**src/hdl/vmt_pkg.sv**
```systemverilog
// Package for the vertex matrix transform unit: shared constants, opcode and
// register index codes, row reset values and the merge stage control bundle.
// No dependencies.
`default_nettype none

package vmt_pkg;

  localparam int DATA_WIDTH_DEF = 32;
  localparam int COEF_WIDTH_DEF = 16;
  localparam int FRAC_SHIFT     = 12;
  localparam int N_ROWS         = 4;
  localparam int N_LANES        = 4;
  localparam int CFG_WIDTH      = 64;
  localparam int CFG_IDX_W      = 2;

  typedef enum logic {
    OP_FULL  = 1'b0,
    OP_THREE = 1'b1
  } op_e;

  typedef enum logic [CFG_IDX_W-1:0] {
    CFG_ROW_ZERO  = 2'd0,
    CFG_ROW_ONE   = 2'd1,
    CFG_ROW_TWO   = 2'd2,
    CFG_ROW_THREE = 2'd3
  } cfg_idx_e;

  // identity matrix at the default coefficient width
  localparam logic [N_ROWS-1:0][CFG_WIDTH-1:0] ROW_RESET = {
    64'h1000_0000_0000_0000,
    64'h0000_1000_0000_0000,
    64'h0000_0000_1000_0000,
    64'h0000_0000_0000_1000
  };

  typedef struct packed {
    logic sum_en;
    logic out_en;
  } merge_ctrl_t;

endpackage

`default_nettype wire

```
**src/hdl/vmt_merge.sv**
```systemverilog
// Merge stage: adds the lane products of each row, then shifts out the
// coefficient fraction and saturates into the output register.
// Depends on vmt_pkg.
`default_nettype none

module vmt_merge #(
  parameter int DATA_WIDTH = vmt_pkg::DATA_WIDTH_DEF,
  parameter int COEF_WIDTH = vmt_pkg::COEF_WIDTH_DEF
) (
  input  logic                                    clk_i,
  input  vmt_pkg::merge_ctrl_t                    ctrl_i,
  input  vmt_pkg::op_e                            op_i,
  input  logic signed [DATA_WIDTH+COEF_WIDTH-1:0] prod_i [vmt_pkg::N_LANES][vmt_pkg::N_ROWS],
  output logic signed [DATA_WIDTH-1:0]            res_o  [vmt_pkg::N_ROWS]
);
  import vmt_pkg::*;

  localparam int PROD_W = DATA_WIDTH + COEF_WIDTH;
  localparam int SUM_W  = PROD_W + $clog2(N_LANES);
  localparam int HI_W   = SUM_W - DATA_WIDTH + 1;

  localparam logic [DATA_WIDTH-1:0] SAT_MAX = {1'b0, {(DATA_WIDTH-1){1'b1}}};
  localparam logic [DATA_WIDTH-1:0] SAT_MIN = {1'b1, {(DATA_WIDTH-1){1'b0}}};

  logic signed [SUM_W-1:0]      sum_d   [N_ROWS];
  logic signed [SUM_W-1:0]      sum_q   [N_ROWS];
  logic signed [SUM_W-1:0]      shifted [N_ROWS];
  logic        [HI_W-1:0]       hi_bits [N_ROWS];
  logic signed [DATA_WIDTH-1:0] res_d   [N_ROWS];
  logic signed [DATA_WIDTH-1:0] res_q   [N_ROWS];
  op_e                          op_q;

  // exact four-term sum per row
  always_comb begin
    for (int r = 0; r < N_ROWS; r++) begin
      sum_d[r] = '0;
      for (int l = 0; l < N_LANES; l++) begin
        sum_d[r] = sum_d[r] +
                   {{(SUM_W-PROD_W){prod_i[l][r][PROD_W-1]}}, prod_i[l][r]};
      end
    end
  end

  always_ff @(posedge clk_i) begin
    if (ctrl_i.sum_en) begin
      sum_q <= sum_d;
      op_q  <= op_i;
    end
  end

  // floor shift, then clamp to the signed output range
  always_comb begin
    for (int r = 0; r < N_ROWS; r++) begin
      shifted[r] = sum_q[r] >>> FRAC_SHIFT;
      hi_bits[r] = shifted[r][SUM_W-1:DATA_WIDTH-1];
      if ((&hi_bits[r]) || !(|hi_bits[r])) begin
        res_d[r] = shifted[r][DATA_WIDTH-1:0];
      end else if (shifted[r][SUM_W-1]) begin
        res_d[r] = SAT_MIN;
      end else begin
        res_d[r] = SAT_MAX;
      end
    end
    // three-by-three transform drops the last component
    if (op_q == OP_THREE) begin
      res_d[N_ROWS-1] = '0;
    end
  end

  always_ff @(posedge clk_i) begin
    if (ctrl_i.out_en) begin
      res_q <= res_d;
    end
  end

  assign res_o = res_q;

endmodule

`default_nettype wire

```
**config.mk**
```make
export PLATFORM = sky130hd
export DESIGN_NAME = vmt_merge
export DESIGN_NICKNAME = d
export VERILOG_FILES = /design/src/hdl/vmt_pkg.sv /design/src/hdl/vmt_merge.sv
export SDC_FILE = /design/constraint.sdc
export NUM_CORES = 1
export LEC_CHECK = 0
export ABC_AREA = 0
export ABC_CLOCK_PERIOD_IN_PS = 5200
export BUFFER_PORTS_ARGS = -buffer_cell sky130_fd_sc_hd__buf_4
export CAP_MARGIN = 15
export CORE_AREA = 2 2 348 350
export DETAILED_ROUTE_END_ITERATION = 7
export DIE_AREA = 0 0 350 352
export PLACE_DENSITY = 0.45
export SLEW_MARGIN = 5
export SYNTH_ARGS = -nofsm -noshare
export SYNTH_HDL_FRONTEND = slang
export SYNTH_SLANG_ARGS = --single-unit
```
**constraint.sdc**
```tcl
create_clock -name clk_i -period 5.2 [get_ports clk_i]
set_input_delay 0.52 -clock clk_i [delete_from_list [all_inputs] [get_ports clk_i]]
set_output_delay 0.52 -clock clk_i [all_outputs]
set_load 0.01 [all_outputs]
```
=== Word level (Yosys, flattened, before mapping) ===
Index checks and enable logic that the tools add are counted.

* Bits in registers: 329
* Bits in latches: 0
* Bits in writable memories: 0
* Memory bits (read-only): 0
* Input bits: 772
* Output and inout bits: 128
* Word-level logic and storage cells: 45
* Memories kept: 0

* $add $sub $neg: 12
* Multiply operators: 0
* Div/mod/pow operators: 0
* Magnitude comparators: 0
* Eq/ne operators: 0
* Shift-type cells: 0
* Muxes and demuxes: 8
* Bitwise logic cells: 0
* Reductions and logical operators: 16

{| class="wikitable"
|+ Operators by type and width
! cell !! count
|-
| two-way mux 32 bit || 8
|-
| adder 49 x 48 -> 50 bit || 4
|-
| adder 50 bit || 4
|-
| adder 48 x 48 -> 49 bit || 4
|-
| AND reduction 7 bit || 4
|-
| OR reduction 7 bit || 4
|-
| logical NOT 1 bit || 4
|-
| logical OR 1 bit || 4
|}

=== Depth between registers and ports, before layout ===
* Word-level depth: 4
* Mapped depth: 17
* Mapped depth without buffers: 16

=== Worst setup path after synthesis ===
OpenSTA, ideal clock, no wires.

* Path kind: in2reg
* Start point: in prod_i[12] in the netlist's numbering
* End point: reg sum_q, in the netlist hi_bits[6], data pin
* Setup time: 0.260 ns
* Arrival: 3.872 ns
* Data required time: 4.940 ns
* Path slack: 1.069 ns
* Stages: 16
* Buffers on the path: 0
* Cell sequence: inv_1 > fa_1 > fa_1 > inv_1 > ha_1 > and2_4 > a311o_1 > a221oi_2 > o21ai_2 > a41oi_2 > o21ba_4 > o21bai_4 > a21oi_4 > o221ai_2 > a211oi_2 > xnor2_1

{| class="wikitable"
|+ RTL lines
! item !! RTL line !! RTL
|-
| start: declaration || vmt_merge.sv:13 || <nowiki>input logic signed [DATA_WIDTH+COEF_WIDTH-1:0] prod_i [vmt_pkg::N_LANES][vmt_pkg::N_ROWS],</nowiki>
|-
| end signal: assignment || vmt_merge.sv:46 || <nowiki>sum_q <= sum_d;</nowiki>
|-
| end: declaration || vmt_merge.sv:26 || <nowiki>logic signed [SUM_W-1:0] sum_q [N_ROWS];</nowiki>
|}

==> impl_metrics.json <==
{
  "synth_fa_ha_area_share_pct": 33.82,
  "ys_seq_elements": 281,
  "io_pins": 900,
  "vias": 23630,
  "drtAntennaViolNets": 0,
  "synth_top_area_share_pct": 28.42,
  "setup.worst_path.end_class": "flip-flop",
  "synth_common_cells": "1085 x inv_1, 384 x fa_1, 281 x edfxtp_1, 188 x ha_1, 184 x nand2_1",
  "layout_min_cycle_time_ns": 4.501,
  "powerDensity_nw_per_um2": 368.3,
  "cp.arrival_ns": 4.79,
  "timing.setup.tns_ns": 0,
  "cts.sinks": 281,
  "synth_top_family_by_area": "adder cells",
  "synth-xor-area-share_pct": 4.336,
  "gp_congestion": 0.8619,
  "async_flop_share_pct": 0,
  "path_class": "in -> reg",
  "syn_area_per_cell_um2": 9.416,
  "synth_edf_count": 281,
  "cp_max_fo": 4,
  "nNetsFinal": 5390,
  "stdcell_area_um2": 39640,
  "finalPower_w": 0.01460,
  "grt_pass1_wl_um": 146500,
  "drive_above_1_share_pct": 24.94,
  "synth-main-ff-cell": "edfxtp_1",
  "clk_latency_ns": 0.55,
  "coreArea_um2": 119300,
  "grt_overflow": 0,
  "grt_max_degree": 102,
  "status": "finished clean",
  "clockBufferDepth": 3,
  "start_util_pct": 24.88,
  "critical_path.startpoint_type": "input pin",
  "die_h_um": 352,
  "rsz0062_at_grt": "no",
  "drc_errors": 0,
  "avgViaCountPerCell": 4.156,
  "ff2ff_setup_slack_ns": 2.43,
  "synth_nets": 4497,
  "fin_crit_sh_pct": 86.56,
  "worstHoldPathType": "in -> reg",
  "cts_made_buffers": 40,
  "clock.fmax_mhz": 222.2,
  "yosysSeqAreaShare_pct": 28.42,
  "clock-root-buffer": "clkbuf_16",
  "startpoint": "prod_i[100]",
  "stdcell_count": 5687,
  "slew_viol_final": 0,
  "grt_pass1_vias": 25450,
  "netlist_area_um2": 29690,
  "cts_setup_buffers": 0,
  "reg2reg_to": "res_o[34]$_DFFE_PP_",
  "cts_tree": "built",
  "endpoint": "hi_bits[39]$_DFFE_PP_",
  "post_cts_resized": 0,
  "drtPass1Iterations": 7,
  "syn-instance-count": 3153,
  "r2r.worst_path.cells": 5,
  "yosysWarnings": 0,
  "p_leak_nw": 20.70,
  "die_area_um2": 123200,
  "drv_cap": 0,
  "synth_area_leaders": "edfxtp_1 28%, fa_1 26%, inv_1 14%, ha_1 7.9%, o21ai_0 3.1%",
  "place_inst": 5616,
  "io_buffers": 899,
  "vdd_drop_max_mv": 0.1502,
  "synthSimpleGateAreaFrac_pct": 6.701,
  "cts_max_level": 2,
  "die_w_um": 350,
  "grt_usage_pct": 15.53,
  "synth_cell_types": 77,
  "place_area_um2": 38390,
  "synth_mux_area_share_pct": 0,
  "antenna_found_initial": 1,
  "area_growth_pct": 33.53,
  "synth.most_common_cell": "inv_1",
  "finalWirelength_um": 96360,
  "skew_ns": 0.01554,
  "tightest_slew_ns": 1.146,
  "routedWlPerCell_um": 16.94,
  "num_rows": 127,
  "cts_hold_buf": 0,
  "maxSlewHeadroom_pct": 23.55,
  "finalHoldViolations": 0,
  "first_iter_violations": 1114,
  "setup_viol": 0,
  "crit_required_ns": 5.49,
  "path_clk_slew_ns": 0.05,
  "dp_hpwl_um": 83120,
  "yosys.area.top_type": "edfxtp_1",
  "synth_compound_gate_area_share_pct": 12.19,
  "r2r_start": "hi_bits[22]$_DFFE_PP_"
}
[registers in the layout, summed over array words and instances, names as in the netlist]
name     flops
shifted    124
op_q         1
hi_bits     28
res_o      128
[metrics by stage]
stage | setup WS [ns] | util, % | hold WS, ns
final | 0.6989 | 33.22 | 0.1441
after global routing | 0.4899 | 33.22 | 0.1129
after CTS | 0.7458 | 33.22 | 0.09615
after global placement | 0.2225 | 32.17 | 0.5203
after floorplan | 1.069 | - | 0.5181
after detailed placement | 0.1557 | 32.17 | 0.5290
[cell type report]
type                       instances  area, µm²
multi-input combinational       1724      16970
clock buffer                      48       1052
antenna                            1      2.502
inverter                        1085       4073
tap                             1612       2017
clock inverter                    22      198.9
sequential                       281       8438
fill                           12670      79690
timing repair buffer             914       6894
[how the worst min path moves through the flow]
stage / start / to / slack (ns) / depth (start not counted)
final: op_i / op_q$_DFFE_PP_ / 0.14 / 1
after global routing: op_i / op_q$_DFFE_PP_ / 0.11 / 1
after detailed placement: shifted[79]$_DFFE_PP_ / res_o[61]$_DFFE_PP_ / 0.53 / 2
after CTS: op_i / op_q$_DFFE_PP_ / 0.1 / 1
after floorplan: shifted[100]$_DFFE_PP_ / res_o[64]$_DFFE_PP_ / 0.52 / 2
after global placement: shifted[110]$_DFFE_PP_ / res_o[74]$_DFFE_PP_ / 0.52 / 2
[worst max-delay path: stages]
cell and delay (ns):
buf_4 0.08, inv_1 0.05, fa_1 0.53, inv_1 0.05, fa_1 0.43, ha_1 0.20
or3_1 0.38, o221ai_1 0.26, o211ai_1 0.20, o211ai_1 0.41, a21oi_1 0.19, o211ai_1 0.42
a21oi_1 0.16, o21ai_1 0.34, nor2b_1 0.31, o21ai_1 0.12, xor2_1 0.14
[placed cells by master (no fill, tap or decap), types with 33 or more instances in the layout]
cell type,n
a21o_1,85
a21oi_1,169
buf_4,910
clkbuf_16,41
edfxtp_1,281
fa_1,384
ha_1,188
inv_1,1085
nand2_1,184
nand3_1,33
nand4_1,34
nor2_1,86
o21ai_0,182
xnor2_1,82
xor2_1,65
[kinds of logic after synthesis]
kind of cell,count (synthesis)
AO/OA/AOI/OAI,577
flip-flops,281
adder cells (fa/ha/maj),572
XOR/XNOR,147
AND/OR/NAND/NOR,428
buffers and inverters,1148
[routing by layer]
metal / part of all wire, % / global-route usage (%) / up-vias
li1: - / - / 11520
met4: 1.8 / 3.233 / 2
met3: 6.3 / 3.364 / 85
met1: 41 / 18.86 / 11440
met5: 0.013 / 0 / -
met2: 51 / 27.94 / 581
[power breakdown]
part           switching, W  internal, W  leakage [nW]
combinational       0.00441      0.00332          17.3
sequential         0.000284      0.00391          2.77
clock               0.00109      0.00159         0.606
total               0.00578      0.00882          20.7
Note: power is estimated with default switching activity, not from simulation.
